$ cat src/rtl/blpw_pkg.sv
// ----------------------------------------------------------------------------
// blpw_pkg
// Shared types and fixed constants of the Bresenham line plane writer.
// ----------------------------------------------------------------------------
`default_nettype none

package blpw_pkg;

  // Raster geometry: two planes of SplitRow rows, BytesPerRow bytes per row
  localparam int unsigned SplitRow    = 200;
  localparam int unsigned BytesPerRow = 80;

  // Field widths
  localparam int unsigned XW     = 10;
  localparam int unsigned YW     = 9;
  localparam int unsigned ColW   = 7;
  localparam int unsigned OffW   = 14;
  localparam int unsigned MaskW  = 8;
  localparam int unsigned ErrW   = 11;

  // Stream data widths, padded to whole bytes
  localparam int unsigned InDataW  = 40;
  localparam int unsigned OutDataW = 24;

  // Leftmost pixel of a byte
  localparam logic [MaskW-1:0] MaskLeft = 8'h80;

  // Request kind carried on the slave tuser
  typedef enum logic {
    OP_START = 1'b0,
    OP_STEP  = 1'b1
  } op_e;

endpackage : blpw_pkg

`default_nettype wire

$ cat src/rtl/blpw_pixel_addr.sv
// ----------------------------------------------------------------------------
// blpw_pixel_addr
// Maps a raster row and byte column to a plane and a byte offset in it.
// ----------------------------------------------------------------------------
`default_nettype none

module blpw_pixel_addr (
  input  logic [blpw_pkg::YW-1:0]   row_i,
  input  logic [blpw_pkg::ColW-1:0] byte_col_i,
  output logic                      plane_o,
  output logic [blpw_pkg::OffW-1:0] offset_o
);
  import blpw_pkg::*;

  logic [YW-1:0] row_in_half;
  logic [15:0]   offset_full;

  assign plane_o     = (row_i >= YW'(SplitRow));
  assign row_in_half = plane_o ? (row_i - YW'(SplitRow)) : row_i;
  // row times bytes per row, then the column; keep the low offset bits
  assign offset_full = (16'(row_in_half) * 16'(BytesPerRow)) + 16'(byte_col_i);
  assign offset_o    = offset_full[OffW-1:0];

endmodule : blpw_pixel_addr

`default_nettype wire

$ cat src/rtl/bresenham_line_plane_writer.sv
// ----------------------------------------------------------------------------
// bresenham_line_plane_writer
// Bresenham line walker emitting one-bit pixel writes into a two-plane raster.
// ----------------------------------------------------------------------------
// Usage:
//   Slave channel (s_axis_*): one request per accepted beat. tuser selects
//   the kind: start (load endpoints, no result) or step (emit one pixel).
//   Master channel (m_axis_*): one pixel write per step taken while a line
//   is running; tuser is the plane, tlast marks the final pixel of the line.
//   Steps while no line is running are dropped without a result.
//   A start while a line runs abandons it and loads the new line.
// Pipeline and throughput:
//   A request goes into an input register, is worked by the walker logic
//   when it leaves that register, and its result lands in the output
//   register; a stall on the output can hold it in the input register.
//   One request per cycle is taken while the receiver keeps up; the walker
//   update (one add, one compare, one constant multiply for the address)
//   sets that figure.
// Reset:
//   rst_ni clears both registers' valid flags and the walker state; no line
//   is running afterwards.
// Stall:
//   When the receiver holds m_axis_tready low, the output register holds its
//   pixel, the input register holds one more request, and s_axis_tready
//   drops until the output register frees up.
// ----------------------------------------------------------------------------
`default_nettype none

module bresenham_line_plane_writer (
  input  logic                               clk_i,
  input  logic                               rst_ni,
  // Request channel
  input  logic                               s_axis_tvalid_i,
  output logic                               s_axis_tready_o,
  // [9:0] x_start, [18:10] y_start, [28:19] x_end, [37:29] y_end, [39:38] zero
  input  logic [blpw_pkg::InDataW-1:0]       s_axis_tdata_i,
  // [0] op
  input  logic                               s_axis_tuser_i,
  // Pixel write channel
  output logic                               m_axis_tvalid_o,
  input  logic                               m_axis_tready_i,
  // [13:0] byte_offset, [21:14] bit_mask, [23:22] zero
  output logic [blpw_pkg::OutDataW-1:0]      m_axis_tdata_o,
  // [0] plane_sel
  output logic                               m_axis_tuser_o,
  // last_pixel
  output logic                               m_axis_tlast_o
);
  import blpw_pkg::*;

  // --------------------------------------------------------------------------
  // Input register
  // --------------------------------------------------------------------------
  logic          in_vld_q;
  op_e           in_op_q;
  logic [XW-1:0] in_xs_q, in_xe_q;
  logic [YW-1:0] in_ys_q, in_ye_q;

  logic out_free;
  logic in_fire;    // request leaves the input register this cycle
  logic s_fire;

  assign out_free        = !m_axis_tvalid_o || m_axis_tready_i;
  assign in_fire         = in_vld_q && out_free;
  assign s_axis_tready_o = !in_vld_q || out_free;
  assign s_fire          = s_axis_tvalid_i && s_axis_tready_o;

  always_ff @(posedge clk_i or negedge rst_ni) begin
    if (!rst_ni) begin
      in_vld_q <= 1'b0;
    end else if (s_axis_tready_o) begin
      in_vld_q <= s_axis_tvalid_i;
    end
  end

  always_ff @(posedge clk_i) begin
    if (s_fire) begin
      in_op_q <= op_e'(s_axis_tuser_i);
      in_xs_q <= s_axis_tdata_i[9:0];
      in_ys_q <= s_axis_tdata_i[18:10];
      in_xe_q <= s_axis_tdata_i[28:19];
      in_ye_q <= s_axis_tdata_i[37:29];
    end
  end

  // --------------------------------------------------------------------------
  // Walker state
  // --------------------------------------------------------------------------
  logic             active_q, active_d;
  logic             x_major_q, x_major_d;
  logic             going_up_q, going_up_d;
  logic [XW-1:0]    delta_x_q, delta_x_d;
  logic [YW-1:0]    delta_y_q, delta_y_d;
  logic [XW-1:0]    remaining_q, remaining_d;
  logic [ErrW-1:0]  err_q, err_d;
  logic [YW-1:0]    row_q, row_d;
  logic [ColW-1:0]  col_q, col_d;
  logic [MaskW-1:0] mask_q, mask_d;

  // Start decode: order the endpoints so that x rises
  logic          swap;
  logic [XW-1:0] sx0, sx1, sdx;
  logic [YW-1:0] sy0, sy1, sdy;
  logic          s_up, s_xmaj;
  logic [XW-1:0] s_major;

  assign swap   = in_xs_q > in_xe_q;
  assign sx0    = swap ? in_xe_q : in_xs_q;
  assign sx1    = swap ? in_xs_q : in_xe_q;
  assign sy0    = swap ? in_ye_q : in_ys_q;
  assign sy1    = swap ? in_ys_q : in_ye_q;
  assign sdx    = sx1 - sx0;
  assign s_up   = sy0 > sy1;
  assign sdy    = s_up ? (sy0 - sy1) : (sy1 - sy0);
  assign s_xmaj = sdx > XW'(sdy);
  assign s_major = s_xmaj ? sdx : XW'(sdy);

  // Step: one Bresenham update
  logic             is_start, is_step, emit, last;
  logic [ErrW:0]    minor_ext, major_ext;
  logic [ErrW:0]    err_sub, err_fix;
  logic             carry;       // error went negative: move on the minor axis
  logic             mv_x, mv_y;
  logic [MaskW-1:0] mask_adv;
  logic [ColW-1:0]  col_adv;
  logic [YW-1:0]    row_adv;

  assign is_start  = in_fire && (in_op_q == OP_START);
  assign is_step   = in_fire && (in_op_q == OP_STEP);
  assign emit      = is_step && active_q;
  assign last      = (remaining_q == '0);

  assign minor_ext = x_major_q ? (ErrW+1)'(delta_y_q) : (ErrW+1)'(delta_x_q);
  assign major_ext = x_major_q ? (ErrW+1)'(delta_x_q) : (ErrW+1)'(delta_y_q);
  assign err_sub   = {err_q[ErrW-1], err_q} - minor_ext;
  assign carry     = err_sub[ErrW];
  assign err_fix   = carry ? (err_sub + major_ext) : err_sub;
  assign mv_x      = x_major_q || carry;
  assign mv_y      = !x_major_q || carry;

  assign mask_adv  = (mask_q == MaskW'(1)) ? MaskLeft : (mask_q >> 1);
  assign col_adv   = (mask_q == MaskW'(1)) ? (col_q + ColW'(1)) : col_q;
  assign row_adv   = going_up_q ? (row_q - YW'(1)) : (row_q + YW'(1));

  always_comb begin
    active_d    = active_q;
    x_major_d   = x_major_q;
    going_up_d  = going_up_q;
    delta_x_d   = delta_x_q;
    delta_y_d   = delta_y_q;
    remaining_d = remaining_q;
    err_d       = err_q;
    row_d       = row_q;
    col_d       = col_q;
    mask_d      = mask_q;
    if (is_start) begin
      active_d    = 1'b1;
      x_major_d   = s_xmaj;
      going_up_d  = s_up;
      delta_x_d   = sdx;
      delta_y_d   = sdy;
      remaining_d = s_major;
      err_d       = ErrW'(s_major >> 1);
      row_d       = sy0;
      col_d       = sx0[XW-1:3];
      mask_d      = MaskLeft >> sx0[2:0];
    end else if (emit) begin
      if (last) begin
        active_d = 1'b0;
      end else begin
        remaining_d = remaining_q - XW'(1);
        err_d       = err_fix[ErrW-1:0];
        if (mv_x) begin
          mask_d = mask_adv;
          col_d  = col_adv;
        end
        if (mv_y) begin
          row_d = row_adv;
        end
      end
    end
  end

  always_ff @(posedge clk_i or negedge rst_ni) begin
    if (!rst_ni) begin
      active_q    <= 1'b0;
      x_major_q   <= 1'b0;
      going_up_q  <= 1'b0;
      delta_x_q   <= '0;
      delta_y_q   <= '0;
      remaining_q <= '0;
      err_q       <= '0;
      row_q       <= '0;
      col_q       <= '0;
      mask_q      <= MaskLeft;
    end else begin
      active_q    <= active_d;
      x_major_q   <= x_major_d;
      going_up_q  <= going_up_d;
      delta_x_q   <= delta_x_d;
      delta_y_q   <= delta_y_d;
      remaining_q <= remaining_d;
      err_q       <= err_d;
      row_q       <= row_d;
      col_q       <= col_d;
      mask_q      <= mask_d;
    end
  end

  // --------------------------------------------------------------------------
  // Pixel address of the current position
  // --------------------------------------------------------------------------
  logic            cur_plane;
  logic [OffW-1:0] cur_offset;

  blpw_pixel_addr u_addr (
    .row_i      (row_q),
    .byte_col_i (col_q),
    .plane_o    (cur_plane),
    .offset_o   (cur_offset)
  );

  // --------------------------------------------------------------------------
  // Output register
  // --------------------------------------------------------------------------
  logic             out_vld_q;
  logic             out_plane_q;
  logic [OffW-1:0]  out_offset_q;
  logic [MaskW-1:0] out_mask_q;
  logic             out_last_q;

  always_ff @(posedge clk_i or negedge rst_ni) begin
    if (!rst_ni) begin
      out_vld_q <= 1'b0;
    end else if (out_free) begin
      out_vld_q <= emit;
    end
  end

  always_ff @(posedge clk_i) begin
    if (emit) begin
      out_plane_q  <= cur_plane;
      out_offset_q <= cur_offset;
      out_mask_q   <= mask_q;
      out_last_q   <= last;
    end
  end

  assign m_axis_tvalid_o = out_vld_q;
  assign m_axis_tdata_o  = {2'b00, out_mask_q, out_offset_q};
  assign m_axis_tuser_o  = out_plane_q;
  assign m_axis_tlast_o  = out_last_q;

  // --------------------------------------------------------------------------
  // Assertions
  // --------------------------------------------------------------------------
`ifndef SYNTHESIS
  // The pixel mask register always holds exactly one set bit
  a_mask_onehot: assert property (@(posedge clk_i) disable iff (!rst_ni)
    $onehot(mask_q))
    else $error("walker mask is not one-hot");

  // A request that leaves the input register without a pixel leaves no result
  a_no_phantom: assert property (@(posedge clk_i) disable iff (!rst_ni)
    (in_fire && !emit) |=> !out_vld_q)
    else $error("result appeared for a request that gives none");

  // The final pixel of a line ends the line
  a_last_ends: assert property (@(posedge clk_i) disable iff (!rst_ni)
    (emit && last) |=> (!active_q && out_vld_q && out_last_q))
    else $error("line still running after its last pixel");

  // A pending request holds while the output register is blocked
  a_in_hold: assert property (@(posedge clk_i) disable iff (!rst_ni)
    (in_vld_q && !out_free) |=> (in_vld_q && $stable(in_op_q) && $stable(in_xs_q)))
    else $error("input register changed while stalled");

  // A start never produces a result
  a_start_silent: assert property (@(posedge clk_i) disable iff (!rst_ni)
    is_start |=> (!out_vld_q && active_q))
    else $error("start request produced a result or did not load a line");
`endif

endmodule : bresenham_line_plane_writer

`default_nettype wire
$ cat config.mk
export PLATFORM = sky130hd
export DESIGN_NAME = bresenham_line_plane_writer
export DESIGN_NICKNAME = d
export VERILOG_FILES = /design/src/rtl/blpw_pkg.sv /design/src/rtl/blpw_pixel_addr.sv /design/src/rtl/bresenham_line_plane_writer.sv
export SDC_FILE = /design/constraint.sdc
export NUM_CORES = 1
export LEC_CHECK = 0
export BUFFER_PORTS_ARGS = -buffer_cell sky130_fd_sc_hd__buf_2
export CORE_MARGIN = 4
export CORE_UTILIZATION = 63
export CTS_BUF_LIST = sky130_fd_sc_hd__clkbuf_4 sky130_fd_sc_hd__clkbuf_8
export CTS_CLUSTER_SIZE = 16
export DETAILED_ROUTE_END_ITERATION = 10
export PLACE_DENSITY = 0.83
export SYNTH_ARGS = -nofsm -noshare
export SYNTH_HDL_FRONTEND = slang
export SYNTH_SLANG_ARGS = --single-unit
$ cat constraint.sdc
create_clock -name clk_i -period 6.7 [get_ports clk_i]
set_input_delay 0.335 -clock clk_i [delete_from_list [all_inputs] [get_ports clk_i]]
set_output_delay 0.335 -clock clk_i [all_outputs]
set_load 0.02 [all_outputs]
==> results.md <==
* Status: complete, no violations
* Die height at roughly 130 um
* Max Used Layer: met4
* Initial DRC Count at ~720
* Pre-CTS WS at ~0.48 ns
* Drt total wl at ~22000 um
* Largest net degree at the start of global routing at 76
* CTS max path bufs at 2
* Proportion of layout cells with a drive suffix above 1 at 0.1318
* Leakage at 4.547 nW
* Pwr dens at around 560 nW/um^2
* Total Power at 0.005798 W
* Initial antenna violation count at 0
* Die X at between 100 and 150 um
* Syn Std Cell Area at between 9000 and 10000 um^2
* Final setup margin at between 0.4 and 0.5 ns
* Slew Limit Fails at 0
* Top Ports at 73
* Clock Skew at ~0.013 ns
* Synth warn at 0
* Distinct cells, synth at 77
* Seq/Total Area, Yosys at 0.3824
* Hold depth at 1
* RSZ-0062 raised after global routing: false
* Peak supply drop at between 0.3 and 0.4 mV
* R2R cell count at 22
* Wire per inst at ~17 um
* Post-CTS Hold Buffers at 0
* Reg-to-reg critical path endpoint: err_q[0]
* Slew headroom at 0.2074
* First-pass GRT wire length at roughly 36000 um
* Crit path from: in_xs_q[5]
* WS Path Type: reg -> reg
* Hold Path Origin: s_axis_tdata_i[36]
* #FFs+latches synth at ~130
* HPWL after DPL at ~16000 um
* # nets final at between 1000 and 1500
* # port buffers at 68
* Total grt overflow at 0
* Met1 wire length at between 9000 and 10000 um
* FMAX at roughly 0.16 GHz
* Post-synth EDFFs at 63
* H-tree depth at 4
* Worst endpoint data arrival time at around 6.6 ns
* Worst-path fanout max at 12
* Clock-pin slew on the worst setup and hold paths at approximately 0.070 ns
* Vias in the first global route at 7404
* Syn_area_per_cell at 9.200 um^2
* Clock latency on the worst-skew pair at ~0.45 ns
* Met2 wire len at ~10000 um
* Final setup viols at 0
* Startpoint Class: register
* CTS root buf: clkbuf_8
* Cts repair resizes at 0
* Vias/cell at ~6.1
* R2R setup slack at 0.41 ns
* Cell row count at 44
* Router iterations before antenna repair at 7
* Detail Route Antenna Nets at 0
* DRC Markers at 0
* Initial Utilization at 0.6464
* Vias post-DR at just under 8000
* Met3 wire len at about 1700 um
* Die area at 17050 um^2
* Slew @ Worst Pin at around 1.2 ns
* Hold Vio Cnt, Final at 0
* Antenna Cells at 0
* Fin Hold WS at about 0.058 ns
* P&R area growth vs syn at 9.542%
* Worst Setup End Kind: register
* Max-Cap Viols at 0
* GP Congestion at around 0.96
* Hold EP: in_ye_q[7]
* Post-CTS setup buffer count at 0
* Min-Delay Path Class: in -> reg
* Minimum clock period after layout at between 6 and 7 ns
* RR Startpoint: in_xs_q[5]
* Core Area at 14640 um^2
* Gr usage total at 0.2670
* CTS tree: yes
* Fill count at between 1000 and 1500
* Critical Path RT at around 7.0 ns
* Share of flip-flops with an asynchronous set or reset at 0.5227
* Top FF cell, synth: dfrtp_1
* Syn Inst Count at between 1000 and 1500
* Setup tns final at 0 ns
* End-of-flow core utilization at 0.7081
* CTS sink cnt at 132
* Total CTS buffers at 17
* Fin crit share at 0.9386
## worst max-delay path by stage
stage                                 to  cells past startpoint
after CTS                       err_q[0]                     21
after detailed placement  remaining_q[6]                     21
after global routing            err_q[0]                     23
after global placement          err_q[5]                     21
final                           err_q[0]                     22
after floorplan                 err_q[5]                     28
## sequential cells by signal (all words and copies together), names as in the netlist
register,flops
in_vld_q,1
going_up_q,1
in_xe_q,10
in_ye_q,9
active_q,1
in_ys_q,9
in_xs_q,10
delta_x_q,10
row_q,9
err_q,11
m_axis_tlast_o,1
out_mask_q,8
in_op_q,1
delta_y_q,9
out_offset_q,14
m_axis_tuser_o,1
x_major_q,1
m_axis_tvalid_o,1
col_q,7
remaining_q,10
mask_q,8
## cell usage after synthesis (7+ instances only)
cell type | n | area share
a31oi_1 | 25 | 0.017
mux2i_1 | 31 | 0.033
xnor2_1 | 46 | 0.043
inv_1 | 62 | 0.025
nand4_1 | 7 | 0.0046
dfrtp_1 | 68 | 0.18
ha_1 | 68 | 0.090
xor2_1 | 20 | 0.019
or3_1 | 12 | 0.0079
edfxtp_1 | 63 | 0.20
nor4_1 | 7 | 0.0046
nand2b_1 | 18 | 0.012
o21a_1 | 10 | 0.0079
nor2_1 | 84 | 0.033
and2_1 | 8 | 0.0053
clkbuf_1 | 31 | 0.012
nand2_1 | 113 | 0.045
nor3_1 | 18 | 0.0095
o21ai_0 | 60 | 0.032
a21oi_1 | 57 | 0.030
o21bai_1 | 13 | 0.010
nand3_1 | 22 | 0.012
mux2_2 | 12 | 0.014
nor2b_1 | 23 | 0.015
a21o_1 | 13 | 0.010
a211oi_1 | 19 | 0.015
## metrics by stage
| step | area, um^2 | instances |
|---|---|---|
| final | 10370 | 1284 |
| after global routing | 10370 | 1284 |
| after CTS | 10370 | 1284 |
| after detailed placement | 9940 | 1252 |
| after global placement | 9940 | 1252 |
| after floorplan | 9470 | 1030 |
## metal layers
metal | up-vias | track usage
li1 | 3822 | -
met1 | 3679 | 0.3736
met2 | 278 | 0.4080
met3 | 45 | 0.06626
met4 | 0 | 0.09195
met5 | - | 0
## cell families (layout without fill, tap and decap cells)
group,after synthesis,after routing,synth area share
other cells,1,2,0.0003961
flops,132,132,0.3824
fa+ha+maj,79,79,0.1068
simple gates,342,342,0.1751
xor+xnor,67,67,0.06357
mux,43,43,0.04705
buf+inv,102,172,0.04362
compound gates,263,263,0.1811
## cell usage in the layout, fill, tap and decap left out, types with 5 or more instances in the layout
cell,netlist,routed
buf_4,4,10
o21ai_1,6,6
xor2_1,20,20
dfrtp_1,68,68
a211oi_1,19,19
nor3_1,18,18
o21a_1,10,10
nand2_1,113,113
nor2b_1,23,23
maj3_1,6,6
o221ai_1,5,5
mux2i_1,31,31
o21bai_1,13,13
nand3b_1,5,5
nor2_1,84,83
o21ai_0,60,60
or3_1,12,12
nand3_1,22,22
fa_1,5,5
inv_1,62,62
ha_1,68,68
buf_2,0,68
a31oi_1,25,25
nor4_1,7,7
mux2_2,12,12
and2_1,8,7
xnor2_1,46,46
clkbuf_8,0,20
nand2b_1,18,18
a21o_1,13,13
a21oi_1,57,57
nand4_1,7,7
a221o_1,6,6
o211ai_1,5,5
edfxtp_1,63,63
o22ai_1,6,6
## worst max-delay path, cell delays in order, from the launching register on
cell       delay [ns]
edfxtp_1         0.47
ha_1             0.49
and4_4           0.29
o21ai_2          0.06
a21oi_2          0.15
or3_1            0.14
nand2_1          0.28
a211o_1          0.37
o2bb2ai_1        0.50
or2_1            0.30
mux2i_1          0.40
ha_1             0.33
nor2b_1          0.14
o21a_1           0.16
o21a_1           0.16
o21a_1           0.17
o211ai_1         0.15
a21boi_0         0.12
o31a_1           0.27
or4_4            0.54
nand2_4          0.18
mux2i_1          0.29
o221ai_1         0.15
## layout make-up
class,count,area (um^2),area share
timing repair buffer,78,415.4,0.04006
clock inverter,11,147.6,0.01424
sequential,132,3620,0.3491
inverter,62,232.7,0.02244
clock buffer,21,282.8,0.02727
multi-input combinational,796,5441,0.5247
tap,184,230.2,0.02220
## power by group
part           total [W]  internal, W  switching (W)
logic            0.00369      0.00167        0.00202
registers        0.00139      0.00117       0.000220
clock network   0.000716     0.000403       0.000313
Note: power is estimated with default switching activity, not from simulation.
